--- src/hdl/lce_pkg.sv ---
// Shared types and constants for the label contour extractor.
package lce_pkg;

  localparam int DEF_MAX_WIDTH  = 2048;
  localparam int DEF_MAX_HEIGHT = 2048;
  localparam int DIM_W          = 12;
  localparam int LABEL_W        = 16;
  localparam int ADDR_W         = 3;
  localparam int DATA_W         = 32;
  localparam int OUT_DEPTH      = 3;

  localparam logic [DIM_W-1:0] WIDTH_RESET  = 12'd640;
  localparam logic [DIM_W-1:0] HEIGHT_RESET = 12'd480;

  typedef enum logic {
    REG_IMAGE_WIDTH  = 1'b0,
    REG_IMAGE_HEIGHT = 1'b1
  } lce_reg_t;

  typedef enum logic {
    OP_PIXEL = 1'b0,
    OP_FLUSH = 1'b1
  } lce_op_t;

  typedef struct packed {
    logic [DIM_W-1:0] image_width;
    logic [DIM_W-1:0] image_height;
  } lce_cfg_t;

  typedef struct packed {
    logic [LABEL_W-1:0] label_out;
    logic               on_contour;
    logic               end_of_frame;
  } lce_result_t;

  typedef struct packed {
    logic               emit;
    logic               last;
    logic               has_up;
    logic               has_down;
    logic               left_ok;
    logic               sel;
    logic               eof;
    logic [LABEL_W-1:0] lab;
  } lce_stage_t;

endpackage

--- src/hdl/lce_out_fifo.sv ---
// Small result queue between the decision stage and the output port.
module lce_out_fifo
  import lce_pkg::*;
(
  input  logic                           clk,
  input  logic                           rst,
  input  logic                           push,
  input  lce_result_t                    push_data,
  input  logic                           pop,
  output logic                           not_empty,
  output lce_result_t                    head,
  output logic [$clog2(OUT_DEPTH+1)-1:0] count
);

  localparam int PW = $clog2(OUT_DEPTH);
  localparam int CW = $clog2(OUT_DEPTH + 1);

  lce_result_t     q [OUT_DEPTH];
  logic [PW-1:0]   wr_ptr;
  logic [PW-1:0]   rd_ptr;

  function automatic logic [PW-1:0] ptr_inc(input logic [PW-1:0] p);
    return (p == PW'(OUT_DEPTH - 1)) ? '0 : p + PW'(1);
  endfunction

  assign not_empty = (count != '0);
  assign head      = q[rd_ptr];

  always_ff @(posedge clk) begin
    if (rst) begin
      wr_ptr <= '0;
      rd_ptr <= '0;
      count  <= '0;
    end else begin
      if (push) begin
        wr_ptr <= ptr_inc(wr_ptr);
      end
      if (pop) begin
        rd_ptr <= ptr_inc(rd_ptr);
      end
      if (push && !pop) begin
        count <= count + CW'(1);
      end else if (!push && pop) begin
        count <= count - CW'(1);
      end
    end
  end

  always_ff @(posedge clk) begin
    if (push) begin
      q[wr_ptr] <= push_data;
    end
  end

endmodule

--- config.mk ---
export PLATFORM = sky130hd
export DESIGN_NAME = lce_out_fifo
export DESIGN_NICKNAME = d
export VERILOG_FILES = /design/src/hdl/lce_pkg.sv /design/src/hdl/lce_out_fifo.sv
export SDC_FILE = /design/constraint.sdc
export NUM_CORES = 1
export LEC_CHECK = 0
export ABC_AREA = 1
export BUFFER_PORTS_ARGS = -buffer_cell sky130_fd_sc_hd__buf_4
export CORE_MARGIN = 3
export CORE_UTILIZATION = 59
export CTS_CLUSTER_DIAMETER = 150
export DETAILED_ROUTE_END_ITERATION = 6
export PLACE_DENSITY = 0.89
export SKIP_LAST_GASP = 1
export SYNTH_ARGS = -nofsm -noshare
export SYNTH_HDL_FRONTEND = slang
export SYNTH_SLANG_ARGS = --single-unit
--- constraint.sdc ---
create_clock -name clk -period 4.3 [get_ports clk]
set_input_delay 0.43 -clock clk [delete_from_list [all_inputs] [get_ports clk]]
set_output_delay 0.43 -clock clk [all_outputs]
set_load 0.02 [all_outputs]
==> flow_summary_export.csv, run 1 <==
group,metric,value,unit
status,status,"finished clean",
place,dpl_cell_area,2760,um2
place,gp_congestion,0.703,
global_route,antenna_found_initial,0,
clock_tree,cts.repair.resized,0,
drt,drt_iter0_markers,90,
sta,finalSetupTns,0,ns
die,dieArea,4960,um2
worst_hold_path,hold_path.class,"in -> reg",
power,power,1.36,mW
finish,area_growth,20.0,%
clock_tree,htree_num_levels,3,
die,io-pin-count,43,
sta,min_period,2.17,ns
die,design.core.area,3830,um2
global_route,grt_pass1_vias,1480,
drt,vias_per_cell,5.29,
die,start_util,64.0,%
place,place_ws,2.47,ns
worst_setup_path,max_stage_delay,0.87,ns
logic_synthesis,yosys_warnings,0,
power,pwr_density_cell,461,nW/um2
finish,fin_area,2940,um2
sta,hold_violations,0,
sta,slew_viol_final,0,
global_route,grt_max_degree,20,
power,p_sw,334,uW
drt,ant_nets,0,
clock_tree,root_buffer,"clkbuf_8",
place,place_hpwl,2.73,mm
power,ir_drop,351,uV
die,die_y,70.4,um
logic_synthesis,synth_edf_count,54,
sta,fmax,0.462,GHz
sta,period_share,50.4,%
drt,dr_total_vias,1471,
power,p_sw_share,24.6,%
sta,worstMarginPinSlew,0.843,ns
global_route,gr-total-overflow,0,
power,comb_power_share,13.7,%
worst_setup_path,critPathSlowestCell,"dfxtp_1",
finish,fin_nets,249,
power,internal_power,1.02,mW
worst_setup_path,cp_max_fo,19,
logic_synthesis,synth_cells,178,
sta,setup-violations-final,0,
sta,whs,0.276,ns
clock_tree,cts_tree,"yes",
worst_setup_path,r2r_cells,3,
worst_hold_path,timing.hold.worst_path_depth,2,
logic_synthesis,syn_area,2450,um2
power,p_clk_share,34.2,%
die,die_w,70.4,um
worst_setup_path,endpoint,"head[3]",
finish,fill_cells,224,
power,p_seq_share,52.1,%
sta,skew,0.00508,ns
worst_setup_path,crit_buf_inv,2,
sta,worst_slack,2.13,ns
finish,drive_gt1_share,39.6,%
sta,worst_slew_margin_rel,43.8,%
run,cap_violations,0,
logic_synthesis,ys_ff_latch,62,
clock_tree,clock-sinks,62,
worst_setup_path,arrival,1.74,ns
drt,drt_pass1_iterations,4,
finish,final_cell_mix,"54 x edfxtp_1, 43 x buf_4, 29 x a21oi_1",
clock_tree,ctsHoldBuffers,0,
global_route,grt_pass1_wl,7.07,mm
worst_setup_path,reg2reg_setup_slack,2.80,ns
clock_tree,clk_latency,0.33,ns
logic_synthesis,synth_area_per_cell,13.8,um2
clock_tree,numCtsBuffers,9,
worst_setup_path,critPathRequiredTime,3.87,ns
logic_synthesis,async_reset_ff_share,0,%
worst_setup_path,crit_chain,"inv_8, nor2_1, a21oi_1, buf_4",
clock_tree,post_cts_buffers,0,
logic_synthesis,synth_ff_type,"edfxtp_1",
finish,num_antenna_cells,0,
clock_tree,clk_pin_slew,0.06,ns
place,io_buffers,42,
die,rows,22,
logic_synthesis,ys_types,20,
logic_synthesis,synth_nets,201,
worst_setup_path,path_depth,4,
worst_setup_path,crit_type,"reg -> out",
clock_tree,clockBufferDepth,2,
drt,wl,4.32,mm
worst_setup_path,regToRegEndpoint,"q[0][12]$_DFFE_PP_",
worst_setup_path,cp-end-kind,"output port",
power,p_leak,1.12,nW
worst_setup_path,start_kind,"flip-flop",
finish,final_common_cell,"edfxtp_1",
global_route,grt_usage,19.2,%
sta,rsz0062_at_grt,"no",
drt,wl_per_cell,15.5,um
worst_setup_path,cp_top_family,"flip-flops",
drt,drcViolationCount,0,
logic_synthesis,yosysSeqAreaShare,72.7,%
worst_setup_path,worstReg2RegStart,"wr_ptr[1]$_SDFFE_PP0P_",
==> how the worst min path moves through the flow <==
stage | endpoint | slack [ns] | start
finish | wr_ptr[0]$_SDFFE_PP0P_ | 0.28 | rst
global placement | wr_ptr[1]$_SDFFE_PP0P_ | 0.45 | wr_ptr[1]$_SDFFE_PP0P_
CTS | wr_ptr[0]$_SDFFE_PP0P_ | 0.26 | rst
detailed placement | wr_ptr[1]$_SDFFE_PP0P_ | 0.46 | wr_ptr[1]$_SDFFE_PP0P_
global route | wr_ptr[0]$_SDFFE_PP0P_ | 0.27 | rst
floorplan | wr_ptr[1]$_SDFFE_PP0P_ | 0.44 | wr_ptr[1]$_SDFFE_PP0P_
==> cell families (layout without fill, tap and decap cells) <==
family                     count (synthesis)  count (layout)  synth area share, %
AOI/OAI and AO/OA                         42              42                 10.3
buffers and inverters                     21              73                 6.03
DFF                                       62              62                 72.7
adders and majority gates                  1               1                0.511
and+or+nand+nor                           52              52                 10.5
==> Yosys cell counts, types with 2 or more instances <==
cell type  instances  area (um2)
nor2_1            10        37.5
a21oi_1           29         145
nand3_1            3        15.0
dfxtp_1            8         160
edfxtp_1          54        1620
nor2_2            10        62.6
buf_6              5        56.3
nand2_2           10        62.6
nand2_1           16        60.1
inv_1             12        45.0
a21oi_2           11        96.3
inv_8              2        22.5
==> power by group through the flow <==
stage          clock network [mW]  registers [mW]  logic [mW]
2_1_floorplan                   0           0.709       0.123
3_3_place_gp                    0           0.717       0.184
3_5_place_dp                    0           0.719       0.188
4_1_cts                     0.470           0.707       0.189
5_1_grt                     0.496           0.709       0.204
6_report                    0.464           0.706       0.186
==> through the flow <==
stage | utilization, % | instances
6_report | 76.8 | 278
5_1_grt | 76.8 | 278
4_1_cts | 76.8 | 278
3_5_place_dp | 72.2 | 263
3_3_place_gp | 72.2 | 263
2_1_floorplan | - | 178
==> cell type report <==
type,instances,area (um2),area share (%)
inverter,15,71.3,2.43
clock buffer,10,128,4.34
sequential,62,1780,60.6
timing repair buffer,43,323,11.0
clock inverter,5,51.3,1.74
tap,48,60.1,2.04
multi-input combinational,95,526,17.9
==> registers in the layout (all words and copies together) (netlist names), named ones only <==
| register | cells |
|---|---|
| q | 54 |
| count | 2 |
| rd_ptr | 2 |
| wr_ptr | 2 |
==> layer usage <==
| layer | track usage [%] | vias up | share of wire, % |
|---|---|---|---|
| met5 | 0 | - | 0 |
| met4 | 11.1 | 0 | 2.5 |
| met3 | 4.89 | 9 | 5.5 |
| met2 | 31.4 | 43 | 51 |
| met1 | 23.0 | 698 | 41 |
| li1 | - | 721 | - |
No activity file was read; power rests on OpenSTA's default activity.
==> inputs of run 2 (changes only) <==
--- a/config.mk
+++ b/config.mk
@@ -8,10 +8,10 @@
 export ABC_AREA = 1
 export BUFFER_PORTS_ARGS = -buffer_cell sky130_fd_sc_hd__buf_4
 export CORE_MARGIN = 3
-export CORE_UTILIZATION = 59
+export CORE_UTILIZATION = 49
 export CTS_CLUSTER_DIAMETER = 150
 export DETAILED_ROUTE_END_ITERATION = 6
-export PLACE_DENSITY = 0.89
+export PLACE_DENSITY = 0.8
 export SKIP_LAST_GASP = 1
 export SYNTH_ARGS = -nofsm -noshare
 export SYNTH_HDL_FRONTEND = slang
==> constraint.sdc (replaced) <==
create_clock -name clk -period 1.9 [get_ports clk]
set_input_delay 0.19 -clock clk [delete_from_list [all_inputs] [get_ports clk]]
set_output_delay 0.19 -clock clk [all_outputs]
set_load 0.02 [all_outputs]
==> run 2 against run 1 <==
Compared with the run above:
- clock-buffer cell count grew 1
- first-iteration DRC count increased by 18%
- combinational power grew 140%
- largest cell class unchanged
- utilization down 13 points
- register-to-register slack worse by 2.0 ns
- highest routed layer unchanged
- worst setup slack lost 2.0 ns
- final area rose by 3.5%
- cell count is 8.6% higher
- via count down 0.82%
- clock power rose to 2.8 times the previous value
- worst hold slack lost 0.24 ns
- die area grew 19%
==> flow_summary_export.csv, run 2 (synthesis results as in run 1) <==
group,metric,value,unit
status,status,"finished clean",
drt,wl_per_cell,13.8,um
finish,max_flop_register,"q",
clock_tree,cts_tree,"yes",
clock_tree,clock-sinks,62,
drt,drt_iter0_markers,106,
worst_setup_path,arrival,1.60,ns
worst_setup_path,max_stage_delay,0.61,ns
power,pwr_density_cell,1100,nW/um2
clock_tree,ctsHoldBuffers,0,
worst_setup_path,worstReg2RegStart,"wr_ptr[0]$_SDFFE_PP0P_",
drt,maxUsedRoutingLayer,"met4",
place,place_hpwl,2.74,mm
clock_tree,cts.repair.resized,0,
worst_hold_path,timing.hold.worst_path_depth,2,
worst_setup_path,regToRegEndpoint,"q[1][10]$_DFFE_PP_",
drt,dr_total_vias,1459,
worst_setup_path,crit_chain,"buf_4, a21oi_1, a21oi_1, buf_4",
sta,setup-violations-final,0,
sta,worstMarginPinSlew,0.469,ns
drt,wl_met3,238,um
worst_hold_path,holdPathEnd,"wr_ptr[1]$_SDFFE_PP0P_",
die,design.core.area,4790,um2
worst_setup_path,critPathRequiredTime,1.71,ns
clock_tree,htree_num_levels,3,
worst_setup_path,r2r_cells,3,
die,die_w,76.7,um
clock_tree,clk_latency,0.32,ns
drt,wl,4.16,mm
sta,fmax,0.560,GHz
worst_setup_path,reg2reg_setup_slack,0.77,ns
worst_setup_path,cp_top_family,"flip-flops",
sta,worst_slew_margin_rel,68.7,%
worst_setup_path,cp_max_fo,10,
worst_setup_path,crit_buf_inv,2,
drt,drcViolationCount,0,
sta,skew,0.00635,ns
run,cap_violations,0,
power,p_sw,737,uW
power,p_seq_share,47.4,%
finish,num_antenna_cells,0,
die,start_util,51.2,%
global_route,grt_pass1_vias,1442,
clock_tree,numCtsBuffers,9,
drt,drt_pass1_iterations,4,
power,ir_drop,818,uV
clock_tree,root_buffer,"clkbuf_8",
clock_tree,clk_pin_slew,0.06,ns
worst_hold_path,hold_path.class,"in -> reg",
sta,period_share,94.0,%
clock_tree,clockBufferDepth,2,
global_route,antenna_found_initial,0,
drt,ant_nets,0,
power,internal_power,2.60,mW
finish,area_growth,24.3,%
finish,final_common_cell,"edfxtp_1",
die,io-pin-count,43,
global_route,grt_pass1_wl,6.64,mm
place,io_buffers,42,
power,p_sw_share,22.1,%
global_route,grt_usage,15.1,%
die,die_y,76.7,um
sta,whs,0.0355,ns
place,gp_congestion,0.780,
drt,dr_wl_met2,2.09,mm
global_route,grt_max_degree,20,
finish,largest_reg_flops,54,
sta,slew_viol_final,0,
power,p_clk_share,39.3,%
worst_setup_path,cp-end-kind,"output port",
worst_hold_path,min_from,"rst",
sta,hold_violations,0,
drt,vias_per_cell,4.83,
die,rows,25,
finish,drive_gt1_share,40.0,%
worst_setup_path,crit_type,"reg -> out",
finish,fin_nets,253,
global_route,gr-total-overflow,0,
clock_tree,post_cts_buffers,0,
power,comb_power_share,13.3,%
finish,final_cell_mix,"54 x edfxtp_1, 47 x buf_4, 29 x a21oi_1",
worst_setup_path,critPathSlowestCell,"dfxtp_1",
worst_setup_path,start_kind,"flip-flop",
drt,wl_met1,1.78,mm
power,p_leak,1.17,nW
die,dieArea,5880,um2
sta,rsz0062_at_grt,"no",
sta,min_period,1.79,ns
sta,finalSetupTns,0,ns
run 2: changes by cell type in the layout (fill, tap and decap cells not counted), sizes merged:
cell      previous run  this run
clkbuf              10        11
clkinvlp             1         0
clkinv               3         2
buf                 43        47
bufinv               1         3
run 2: worst max path at each step:
stage | from | depth (start not counted) | end | slack, ns
global route | flip-flop | 4 | head[4] | 0.02
CTS | flip-flop | 4 | head[1] | 0.11
global placement | flip-flop | 4 | head[1] | 0.52
detailed placement | flip-flop | 4 | head[1] | 0.48
finish | flip-flop | 4 | head[1] | 0.11
floorplan | wr_ptr[0]$_SDFFE_PP0P_ | 1 | q[2][0]$_DFFE_PP_ | 0.39
run 2: routing by layer:
metal / GRT usage (%) / vias up
met1: 17.3 / 689
met2: 24.8 / 33
met5: 0 / -
li1: - / 733
met3: 4.93 / 4
met4: 8.70 / 0
run 2: through the flow:
stage | util (%) | cells | area [um2] | setup WS, ns | power (mW)
after floorplan | - | 178 | 2450 | 0.390 | 1.88
after global placement | 58.8 | 286 | 2820 | 0.515 | 2.05
after detailed placement | 58.8 | 286 | 2820 | 0.475 | 2.06
after CTS | 63.6 | 302 | 3040 | 0.113 | 3.37
after global routing | 63.6 | 302 | 3040 | 0.0237 | 3.48
final | 63.6 | 302 | 3040 | 0.113 | 3.33
run 2: power by group through the flow:
| stage | combinational (mW) | clock, mW | sequential, mW |
|---|---|---|---|
| floorplan | 0.279 | 0 | 1.61 |
| global placement | 0.441 | 0 | 1.61 |
| detailed placement | 0.446 | 0 | 1.61 |
| CTS | 0.448 | 1.34 | 1.58 |
| global route | 0.482 | 1.41 | 1.58 |
| finish | 0.443 | 1.31 | 1.58 |
run 2: layout make-up:
cell class | instances | area [um2]
multi-input cells | 95 | 526
clock buffers | 11 | 131
fillers | 372 | 1740
flip-flops and latches | 62 | 1780
inverters | 15 | 71.3
well taps | 67 | 83.8
repair buffers | 47 | 353
clock inverters | 5 | 97.6
