**src/hdl/lce_pkg.sv**
```systemverilog
// Shared types and constants for the label contour extractor.
package lce_pkg;

  localparam int DEF_MAX_WIDTH  = 2048;
  localparam int DEF_MAX_HEIGHT = 2048;
  localparam int DIM_W          = 12;
  localparam int LABEL_W        = 16;
  localparam int ADDR_W         = 3;
  localparam int DATA_W         = 32;
  localparam int OUT_DEPTH      = 3;

  localparam logic [DIM_W-1:0] WIDTH_RESET  = 12'd640;
  localparam logic [DIM_W-1:0] HEIGHT_RESET = 12'd480;

  typedef enum logic {
    REG_IMAGE_WIDTH  = 1'b0,
    REG_IMAGE_HEIGHT = 1'b1
  } lce_reg_t;

  typedef enum logic {
    OP_PIXEL = 1'b0,
    OP_FLUSH = 1'b1
  } lce_op_t;

  typedef struct packed {
    logic [DIM_W-1:0] image_width;
    logic [DIM_W-1:0] image_height;
  } lce_cfg_t;

  typedef struct packed {
    logic [LABEL_W-1:0] label_out;
    logic               on_contour;
    logic               end_of_frame;
  } lce_result_t;

  typedef struct packed {
    logic               emit;
    logic               last;
    logic               has_up;
    logic               has_down;
    logic               left_ok;
    logic               sel;
    logic               eof;
    logic [LABEL_W-1:0] lab;
  } lce_stage_t;

endpackage

```
**src/hdl/lce_cfg.sv**
```systemverilog
// APB register file for image width and height.
module lce_cfg
  import lce_pkg::*;
(
  input  logic              clk,
  input  logic              rst,
  input  logic              psel,
  input  logic              penable,
  input  logic              pwrite,
  input  logic [ADDR_W-1:0] paddr,
  input  logic [DATA_W-1:0] pwdata,
  output logic [DATA_W-1:0] prdata,
  output logic              pready,
  output lce_cfg_t          cfg
);

  lce_reg_t reg_sel;
  logic     wr;

  assign reg_sel = lce_reg_t'(paddr[2]);
  assign wr      = psel && penable && pwrite;
  assign pready  = 1'b1;

  always_ff @(posedge clk) begin
    if (rst) begin
      cfg.image_width  <= WIDTH_RESET;
      cfg.image_height <= HEIGHT_RESET;
    end else if (wr) begin
      case (reg_sel)
        REG_IMAGE_WIDTH:  cfg.image_width  <= pwdata[DIM_W-1:0];
        REG_IMAGE_HEIGHT: cfg.image_height <= pwdata[DIM_W-1:0];
        default: ;
      endcase
    end
  end

  always_comb begin
    case (reg_sel)
      REG_IMAGE_WIDTH:  prdata = {{(DATA_W-DIM_W){1'b0}}, cfg.image_width};
      REG_IMAGE_HEIGHT: prdata = {{(DATA_W-DIM_W){1'b0}}, cfg.image_height};
      default:          prdata = '0;
    endcase
  end

endmodule

```
**config.mk**
```make
export PLATFORM = sky130hd
export DESIGN_NAME = lce_cfg
export DESIGN_NICKNAME = d
export VERILOG_FILES = /design/src/hdl/lce_pkg.sv /design/src/hdl/lce_cfg.sv
export SDC_FILE = /design/constraint.sdc
export NUM_CORES = 1
export LEC_CHECK = 0
export ABC_AREA = 0
export BUFFER_PORTS_ARGS = -buffer_cell sky130_fd_sc_hd__buf_4
export CORE_MARGIN = 4
export CORE_UTILIZATION = 40
export CTS_CLUSTER_DIAMETER = 200
export DETAILED_ROUTE_END_ITERATION = 8
export PLACE_DENSITY = 0.79
export SLEW_MARGIN = 0
export SYNTH_ARGS = -nofsm -noshare
export SYNTH_HDL_FRONTEND = slang
export SYNTH_SLANG_ARGS = --single-unit
```
**constraint.sdc**
```tcl
create_clock -name clk -period 1.1 [get_ports clk]
set_input_delay 0.055 -clock clk [delete_from_list [all_inputs] [get_ports clk]]
set_output_delay 0.055 -clock clk [all_outputs]
set_load 0.01 [all_outputs]
```
==> impl_metrics.tcl, run 1 <==
set metrics [dict create \
    fp.dieH_um 65.8 \
    syn-cell-area_sq_um 1340 \
    grt_start_max_net_pins 41 \
    htreeDepth 1 \
    crit_buf_inv 1 \
    numCtsBuffers 3 \
    routed_via_density 4.44 \
    synth_area_leaders "dfxtp_1 36%, mux2i_1 18%, nand2b_1 14%, buf_4 13%, mux2_2 10%" \
    cts_root_buf "clkbuf_4" \
    endpoint_kind "output pin" \
    routed_wl_um 3560 \
    avgSynthCellArea_sq_um 9.90 \
    reg2reg_depth 3 \
    ys_seq_elements 24 \
    maxCapViolCount 0 \
    violations "setup timing" \
    rsz0062_at_grt "true" \
    die_area_sq_um 4330 \
    timing.final.crit_share_pct 101 \
    finalHoldViolCount 0 \
    postSynthCellCount 135 \
    ys_seq_area_share_pct 36.0 \
    nNetsFinal 252 \
    cpPeakStageDelay_ns 0.35 \
    final.setup.tns_ns -0.0413 \
    leakage_uw 0.00100 \
    synth_cell_types 13 \
    largest_reg_flops 24 \
    skew_ns 0 \
    cts_buffer_depth 2 \
    drive_gt1_share_pct 57.1 \
    dp_slack_ns 0.154 \
    min_path_type "in -> reg" \
    grt_overflow 0 \
    antenna_found_initial 0 \
    clk_pin_slew_worst_paths_ns 0.13 \
    numPortBuffers 53 \
    slew_violations 0 \
    r2r_end "cfg[6]" \
    irDropWorstVdd_mv 0.435 \
    area.growth.synth_to_final_pct 51.8 \
    reg_top3 "cfg (24)" \
    start_util_pct 42.7 \
    yosysWarnings 0 \
    ant_nets 0 \
    cp-start-kind "flip-flop" \
    dr.pass1.iters 4 \
    fmax_mhz 900 \
    max_flop_register "cfg" \
    power.density_nw_per_um2 818 \
    worstSetupPathType "reg -> out" \
    grt_pass1_vias 1197 \
    fin_ws_ns -0.0117 \
    crit_path_end "prdata[5]" \
    core-area_sq_um 3130 \
    tritoncts "yes" \
    io_pins 97 \
    dp.final_hpwl_um 2380 \
    insertion_delay_ns 0.31 \
    post_drt_wl_per_cell_um 14.0 \
    synth_top_area_cell "dfxtp_1" \
    cts_sinks 24 \
    reg2reg_setup_slack_ns 0.31 \
    vias 1127 \
    period_minus_slack_ns 1.11 \
    drcViolationCount 0 \
    first_iter_violations 27 \
    critPathArrivalTime_ns 1.06 \
    gp_congestion 0.659 \
    post-synth-top-area-fraction_pct 36.0 \
    final-setup-viol-count 7 \
    die_w_um 65.8 \
    grt_util_all_layers_pct 17.2 \
    antennaDiodeCount 0 \
    r2r_start "cfg[6]" \
    crit_family "flip-flops" \
    crit_chain "mux2_4 > buf_6" \
    grt_pass1_wl_um 5690 \
    required_ns 1.04 \
    crit_fanout 2 \
    status "finished with violations" \
    crit_cells 2 \
    worst_path_max_delay_cell "dfxtp_2" \
    rows 20 \
    cp-startpoint "cfg[17]" \
]
## metrics by stage
| step | power, uW | instance area [sq um] | std cells | hold slack [ns] | utilization (%) |
|---|---|---|---|---|---|
| 2_1_floorplan | 1140 | 1410 | 154 | 0.210 | - |
| 3_3_place_gp | 1210 | 1690 | 225 | 0.316 | 53.9 |
| 3_5_place_dp | 1220 | 1690 | 225 | 0.334 | 53.9 |
| 4_1_cts | 1670 | 2020 | 254 | 0.00260 | 64.6 |
| 5_1_grt | 1730 | 2030 | 254 | 0.00723 | 64.8 |
| 6_report | 1660 | 2030 | 254 | 0.00470 | 64.8 |
## Yosys cell counts (all sizes together)
cell and instances:
conb 2, and4b 1, dfxtp 24, mux2 12, clkbuf 4, and4 1
nand4b 1, mux2i 24, nand2b 29, nor2 11, buf 25, nand4 1
## worst min-delay path, stage by stage
cell	delay (ns)
buf_4	0.09
nor2_1	0.04
mux2i_1	0.11
## worst min path at each step
stage | start | endpoint | slack [ns] | cells after the start
finish | pwdata[9] | cfg[21] | 0.005 | 3
global route | pwdata[9] | cfg[21] | 0.007 | 3
CTS | pwdata[8] | cfg[8] | 0.003 | 3
detailed placement | pwdata[7] | cfg[19] | 0.33 | 3
global placement | pwdata[7] | cfg[19] | 0.32 | 3
floorplan | pwdata[5] | cfg[17] | 0.21 | 2
## layout make-up
type	count	area, sq um
fill	262	1100
multi-input combinational	101	762
timing repair buffer	82	678
sequential	24	510
tap	44	55.1
clock buffer	3	22.5
## cell usage in the layout, fill, tap and decap left out
cell	instances
and4_1	1
mux2i_1	24
dfxtp_2	24
mux2_4	12
dlygate4sd3_1	2
clkbuf_4	3
nand2b_1	29
conb_1	21
nor2_1	11
buf_4	67
buf_6	12
nand4b_1	1
and4b_1	1
buf_12	1
nand4_2	1
## kinds of logic (layout without fill, tap and decap cells)
logic type	after synthesis	after routing	share of synthesized area [%]
muxes	36	36	28.1
DFF	24	24	36.0
and+or+nand+nor	44	44	19.7
buffers and inverters	29	85	15.7
other	2	21	0.562
## report_power, final
part	internal [uW]	switching, uW	total (uW)
clock network	128	261	389
logic	200	168	368
registers	891	11.0	902
total	1220	440	1660
## repair_timing
action                                 CTS  global route
endpoints found under the hold margin    3             0
hold buffers                             2             0
gates resized for setup                 46             2
setup endpoints to repair               12            12
setup buffers                           24             0
cloned                                   0             0
## metal layers
metal | vias up | GRT usage (%) | wire length (um)
li1 | 551 | - | -
met4 | 0 | 8.55 | 83
met5 | - | 0 | 0
met1 | 528 | 18.4 | 1310
met3 | 6 | 1.87 | 221
met2 | 42 | 32.7 | 1940
Note: power is estimated with default switching activity, not from simulation.
==> inputs of run 2 (changes only) <==
--- a/config.mk
+++ b/config.mk
@@ -7,11 +7,11 @@
 export LEC_CHECK = 0
 export ABC_AREA = 0
 export BUFFER_PORTS_ARGS = -buffer_cell sky130_fd_sc_hd__buf_4
-export CORE_MARGIN = 4
 export CORE_UTILIZATION = 40
 export CTS_CLUSTER_DIAMETER = 200
 export DETAILED_ROUTE_END_ITERATION = 8
 export PLACE_DENSITY = 0.79
+export REMOVE_ABC_BUFFERS = 1
 export SLEW_MARGIN = 0
 export SYNTH_ARGS = -nofsm -noshare
 export SYNTH_HDL_FRONTEND = slang
==> run 2 against run 1 <==
Effect of this change:
- the run still ends with setup timing left
- critical path depth did not move
- global-route usage rose by 1.4 points
- hold slack improved by 0.012 ns
- sequential power barely moved
- largest power group unchanged
- count of clock-buffer cells in the layout rose by 1
- highest routed layer unchanged
==> impl_metrics.tcl, run 2 (synthesis results as in run 1) <==
set metrics [dict create \
    numPortBuffers 53 \
    min_path_type "in -> reg" \
    htreeDepth 1 \
    reg2reg_depth 3 \
    clkPwrFrac_pct 26.6 \
    start_util_pct 43.1 \
    cpPeakStageDelay_ns 0.35 \
    cts_sinks 24 \
    max_flop_register "cfg" \
    dr.pass1.iters 4 \
    core-area_sq_um 3100 \
    cp-startpoint "cfg[15]" \
    clk_pin_slew_worst_paths_ns 0.13 \
    holdCritStartpoint "pwdata[6]" \
    io_pins 97 \
    fp.dieH_um 59.8 \
    routed_wl_um 3200 \
    r2r_end "cfg[19]" \
    fmax_mhz 908 \
    reg_top3 "cfg (24)" \
    rows 20 \
    cts_buffer_depth 2 \
    skew_ns 0 \
    first_iter_violations 13 \
    pwr-share-comb_pct 20.9 \
    seqPwrFrac_pct 52.5 \
    insertion_delay_ns 0.30 \
    violations "setup timing" \
    antenna_found_initial 0 \
    critPathArrivalTime_ns 1.05 \
    p_switching_uw 430 \
    final_cell_mix "68 x buf_4, 29 x nand2b_1, 24 x mux2i_1, 24 x dfxtp_2, 21 x conb_1" \
    nNetsFinal 253 \
    reg2reg_setup_slack_ns 0.35 \
    post_drt_wl_per_cell_um 12.5 \
    required_ns 1.04 \
    crit_fanout 2 \
    grt_start_max_net_pins 41 \
    crit_family "flip-flops" \
    leakage_uw 0.00100 \
    cts_root_buf "clkbuf_4" \
    grt_pass1_vias 1089 \
    r2r_start "cfg[19]" \
    area.growth.synth_to_final_pct 52.3 \
    endpoint_kind "output pin" \
    largest_reg_flops 24 \
    crit_cells 2 \
    tritoncts "yes" \
    maxCapViolCount 0 \
    drcViolationCount 0 \
    stdcell_area_sq_um 2040 \
    worstSetupPathType "reg -> out" \
    antennaDiodeCount 0 \
    cp-start-kind "flip-flop" \
    final-setup-viol-count 1 \
    finalHoldViolCount 0 \
    power.density_nw_per_um2 845 \
    die_area_sq_um 3580 \
    die_w_um 59.8 \
    post-route-util_pct 65.6 \
    crit_buf_inv 1 \
    grt_overflow 0 \
    gp_congestion 0.627 \
    final_common_cell "buf_4" \
    irDropWorstVdd_mv 0.535 \
    slew_violations 0 \
    status "finished with violations" \
    sw_frac_of_total_pct 25.0 \
    drive_gt1_share_pct 57.1 \
    crit_path_end "prdata[3]" \
    dpl_cell_area_sq_um 1670 \
    vias 1170 \
    fin_ws_ns -0.000803 \
    intPower_uw 1290 \
    rsz0062_at_grt "true" \
    crit_chain "mux2_2 > buf_6" \
    dp.final_hpwl_um 1980 \
    timing.final.crit_share_pct 100 \
    period_minus_slack_ns 1.10 \
    worst_path_max_delay_cell "dfxtp_2" \
    grt_util_all_layers_pct 18.6 \
    numCtsBuffers 3 \
    ant_nets 0 \
    grt_pass1_wl_um 4900 \
    routed_via_density 4.57 \
]
[run 2: changes by cell type in the layout (fill, tap and decap cells not counted), sizes merged]
cell         delta
clkbuf          +1
dlygate4sd3     +1
[run 2: stage by stage]
step / hold WS [ns] / total power, uW / instances / setup WS [ns] / setup TNS, ns
after floorplan: 0.210 / 1060 / 125 / 0.223 / 0
after global placement: 0.318 / 1200 / 225 / 0.105 / 0
after detailed placement: 0.331 / 1210 / 225 / 0.0681 / 0
after CTS: 0.00552 / 1730 / 256 / -0.00269 / -0.00285
after global routing: 0.0162 / 1810 / 256 / -0.0438 / -0.406
final: 0.0164 / 1720 / 256 / -0.000803 / -0.000803
[run 2: cell type report]
class | instances | area (sq um)
multi-input cells | 101 | 758
flip-flops and latches | 24 | 510
clock buffers | 4 | 36.3
fillers | 260 | 1070
repair buffers | 83 | 676
well taps | 44 | 55.1
[run 2: worst min-delay path by stage]
stage / end / depth (start not counted) / slack [ns]
2_1_floorplan: cfg[17] / 2 / 0.21
3_3_place_gp: cfg[19] / 3 / 0.32
3_5_place_dp: cfg[21] / 3 / 0.33
4_1_cts: cfg[18] / 3 / 0.006
5_1_grt: cfg[11] / 3 / 0.02
6_report: cfg[18] / 3 / 0.02
[run 2: power by group through the flow]
stage	sequential [uW]	combinational (uW)	clock, uW
after floorplan	929	130	0
after global placement	921	280	0
after detailed placement	922	288	0
after CTS	901	347	478
after global routing	905	390	516
final	903	359	458
[run 2: worst reg2reg max path, cell delays in order (launching register included)]
cell     delay, ns
dfxtp_2       0.34
buf_4         0.13
nor2_1        0.10
mux2i_1       0.08
[run 2: per-layer routing]
| metal | routed length [um] | track usage [%] |
|---|---|---|
| met2 | 1740 | 36.8 |
| met5 | 0 | 0 |
| met4 | 73 | 7.31 |
| met3 | 120 | 1.95 |
| met1 | 1260 | 19.6 |
[run 2: timing repair]
item,4_1_cts,5_1_grt
hold endpoints to repair,4,0
hold buffers,3,0
resized for setup,39,8
buffers inserted,24,0
setup endpoints to repair,12,12
pin swaps,0,0
==> inputs of run 3 (changes only) <==
--- a/config.mk
+++ b/config.mk
@@ -10,6 +10,8 @@
 export CORE_UTILIZATION = 40
 export CTS_CLUSTER_DIAMETER = 200
 export DETAILED_ROUTE_END_ITERATION = 8
+export HOLD_SLACK_MARGIN = 0.06
+export MAX_ROUTING_LAYER = met4
 export PLACE_DENSITY = 0.79
 export REMOVE_ABC_BUFFERS = 1
 export SLEW_MARGIN = 0
==> run 3 against run 2 <==
Effect of this change:
- the flow still finishes with violations (setup timing)
- routed wire length grew 4.4%
- die area unchanged
- fmax is 0.21% lower
- sequential share of layout area decreased by 1.1 points
- count of clock-buffer cells in the layout unchanged
- first-iteration DRC count rose by 77%
- register-to-register slack got worse by 0.02 ns
- clock skew unchanged
- global-route usage is 1.6 points higher
- setup slack worse by 0.0023 ns
- cell count up 3.5%
- hold slack improved by 0.12 ns
==> impl_metrics.tcl, run 3 (synthesis results as in run 1) <==
set metrics [dict create \
    status "finished with violations" \
    violations "setup timing" \
    hold_depth 3 \
    grt_pass1_vias 1156 \
    area.growth.synth_to_final_pct 59.1 \
    crit_buf_inv 1 \
    die_w_um 59.8 \
    crit_chain "mux2_4 > buf_6" \
    worst_path_max_delay_cell "dfxtp_2" \
    grt_start_max_net_pins 41 \
    critPathArrivalTime_ns 1.05 \
    dp.final_hpwl_um 1980 \
    grt_pass1_wl_um 5170 \
    holdCritStartpoint "penable" \
    finalHoldViolCount 0 \
    numCtsBuffers 3 \
    fp.dieH_um 59.8 \
    irDropWorstVdd_mv 0.539 \
    dr.pass1.iters 4 \
    fin_ws_ns -0.00315 \
    p_switching_uw 437 \
    rsz0062_at_grt "true" \
    vias 1195 \
    ant_nets 0 \
    gp_congestion 0.632 \
    reg_top3 "cfg (24)" \
    r2r_start "cfg[6]" \
    routed_via_density 4.51 \
    rows 20 \
    intPower_uw 1310 \
    period_minus_slack_ns 1.10 \
    die_area_sq_um 3580 \
    drive_gt1_share_pct 54.8 \
    htreeDepth 1 \
    crit_fanout 2 \
    routed_wl_um 3340 \
    final_common_cell "buf_4" \
    post_drt_wl_per_cell_um 12.6 \
    stdcell_count 265 \
    first_iter_violations 23 \
    maxCapViolCount 0 \
    endpoint_kind "output pin" \
    top_usage_layer "met2" \
    slew_violations 0 \
    min_delay_worst_endpoint "cfg[19]" \
    seqPwrFrac_pct 51.6 \
    use_met1_pct 20.0 \
    timing.final.crit_share_pct 100 \
    cp-startpoint "cfg[16]" \
    antennaDiodeCount 0 \
    skew_ns 0 \
    r2r_end "cfg[6]" \
    reg2reg_setup_slack_ns 0.33 \
    reg2reg_depth 3 \
    sw_frac_of_total_pct 25.0 \
    leakage_uw 0.00104 \
    largest_reg_flops 24 \
    grt_overflow 0 \
    final.setup.tns_ns -0.00421 \
    crit_family "flip-flops" \
    core-area_sq_um 3100 \
    use_met3_pct 2.38 \
    nNetsFinal 262 \
    worstSetupPathType "reg -> out" \
    min_path_type "in -> reg" \
    numPortBuffers 53 \
    required_ns 1.04 \
    post-place-cells 225 \
    antenna_found_initial 0 \
    drcViolationCount 0 \
    cp-start-kind "flip-flop" \
    pwr-share-comb_pct 22.1 \
    power.density_nw_per_um2 822 \
    cts_root_buf "clkbuf_4" \
    insertion_delay_ns 0.30 \
    final-setup-viol-count 2 \
    max_flop_register "cfg" \
    clkPwrFrac_pct 26.3 \
    grt_util_all_layers_pct 20.2 \
    final_cell_mix "68 x buf_4, 29 x nand2b_1, 24 x mux2i_1, 24 x dfxtp_2, 21 x conb_1" \
    cts_sinks 24 \
    grt_use_met2_pct 39.4 \
    cts_buffer_depth 2 \
    start_util_pct 43.1 \
    cpPeakStageDelay_ns 0.35 \
    fmax_mhz 906 \
    io_pins 97 \
    clk_pin_slew_worst_paths_ns 0.13 \
    tritoncts "yes" \
]
-- run 3: cell type report --
class | count | area, sq um
tap | 44 | 55.1
fill | 244 | 977
sequential | 24 | 510
multi-input combinational | 101 | 758
clock buffer | 4 | 36.3
timing repair buffer | 92 | 766
-- run 3: what timing repair did --
action / CTS / global route
hold buffers: 12 / 0
gates resized for setup: 39 / 8
setup endpoints to repair: 12 / 12
endpoints found under the hold margin: 24 / 0
buffers inserted: 24 / 0
-- run 3: worst max path at each step --
stage	slack [ns]	depth (start not counted)	endpoint
after floorplan	0.22	2	cfg[12]
after global placement	0.11	3	cfg[8]
after detailed placement	0.07	3	cfg[9]
after CTS	-0.003	2	prdata[4]
after global routing	-0.04	2	prdata[3]
final	-0.003	2	prdata[4]
-- run 3: tightest hold or removal path: cells and delay by family --
kind                   cells  cell delay (ns)
buffers and inverters      1             0.12
multiplexers               1             0.09
AND/OR/NAND/NOR            1             0.14
-- run 3: layer usage --
layer / up-vias / routed length (um)
met4: 0 / 74
met5: - / 0
li1: 574 / -
met3: 6 / 115
met2: 46 / 1840
met1: 569 / 1300
-- run 3: power by group through the flow --
stage | Combinational [uW] | Clock, uW | Sequential, uW
finish | 386 | 459 | 902
global route | 419 | 516 | 905
CTS | 372 | 478 | 901
detailed placement | 288 | 0 | 922
global placement | 280 | 0 | 921
floorplan | 130 | 0 | 929
-- run 3: through the flow --
step / power (uW) / worst slack (ns) / util (%) / area [sq um] / hold slack, ns
finish: 1750 / -0.00315 / 68.5 / 2130 / 0.134
global placement: 1200 / 0.105 / 53.9 / 1670 / 0.318
floorplan: 1060 / 0.223 / - / 1200 / 0.210
CTS: 1750 / -0.00269 / 67.5 / 2100 / 0.130
global route: 1840 / -0.0438 / 68.5 / 2130 / 0.136
detailed placement: 1210 / 0.0681 / 53.9 / 1670 / 0.331
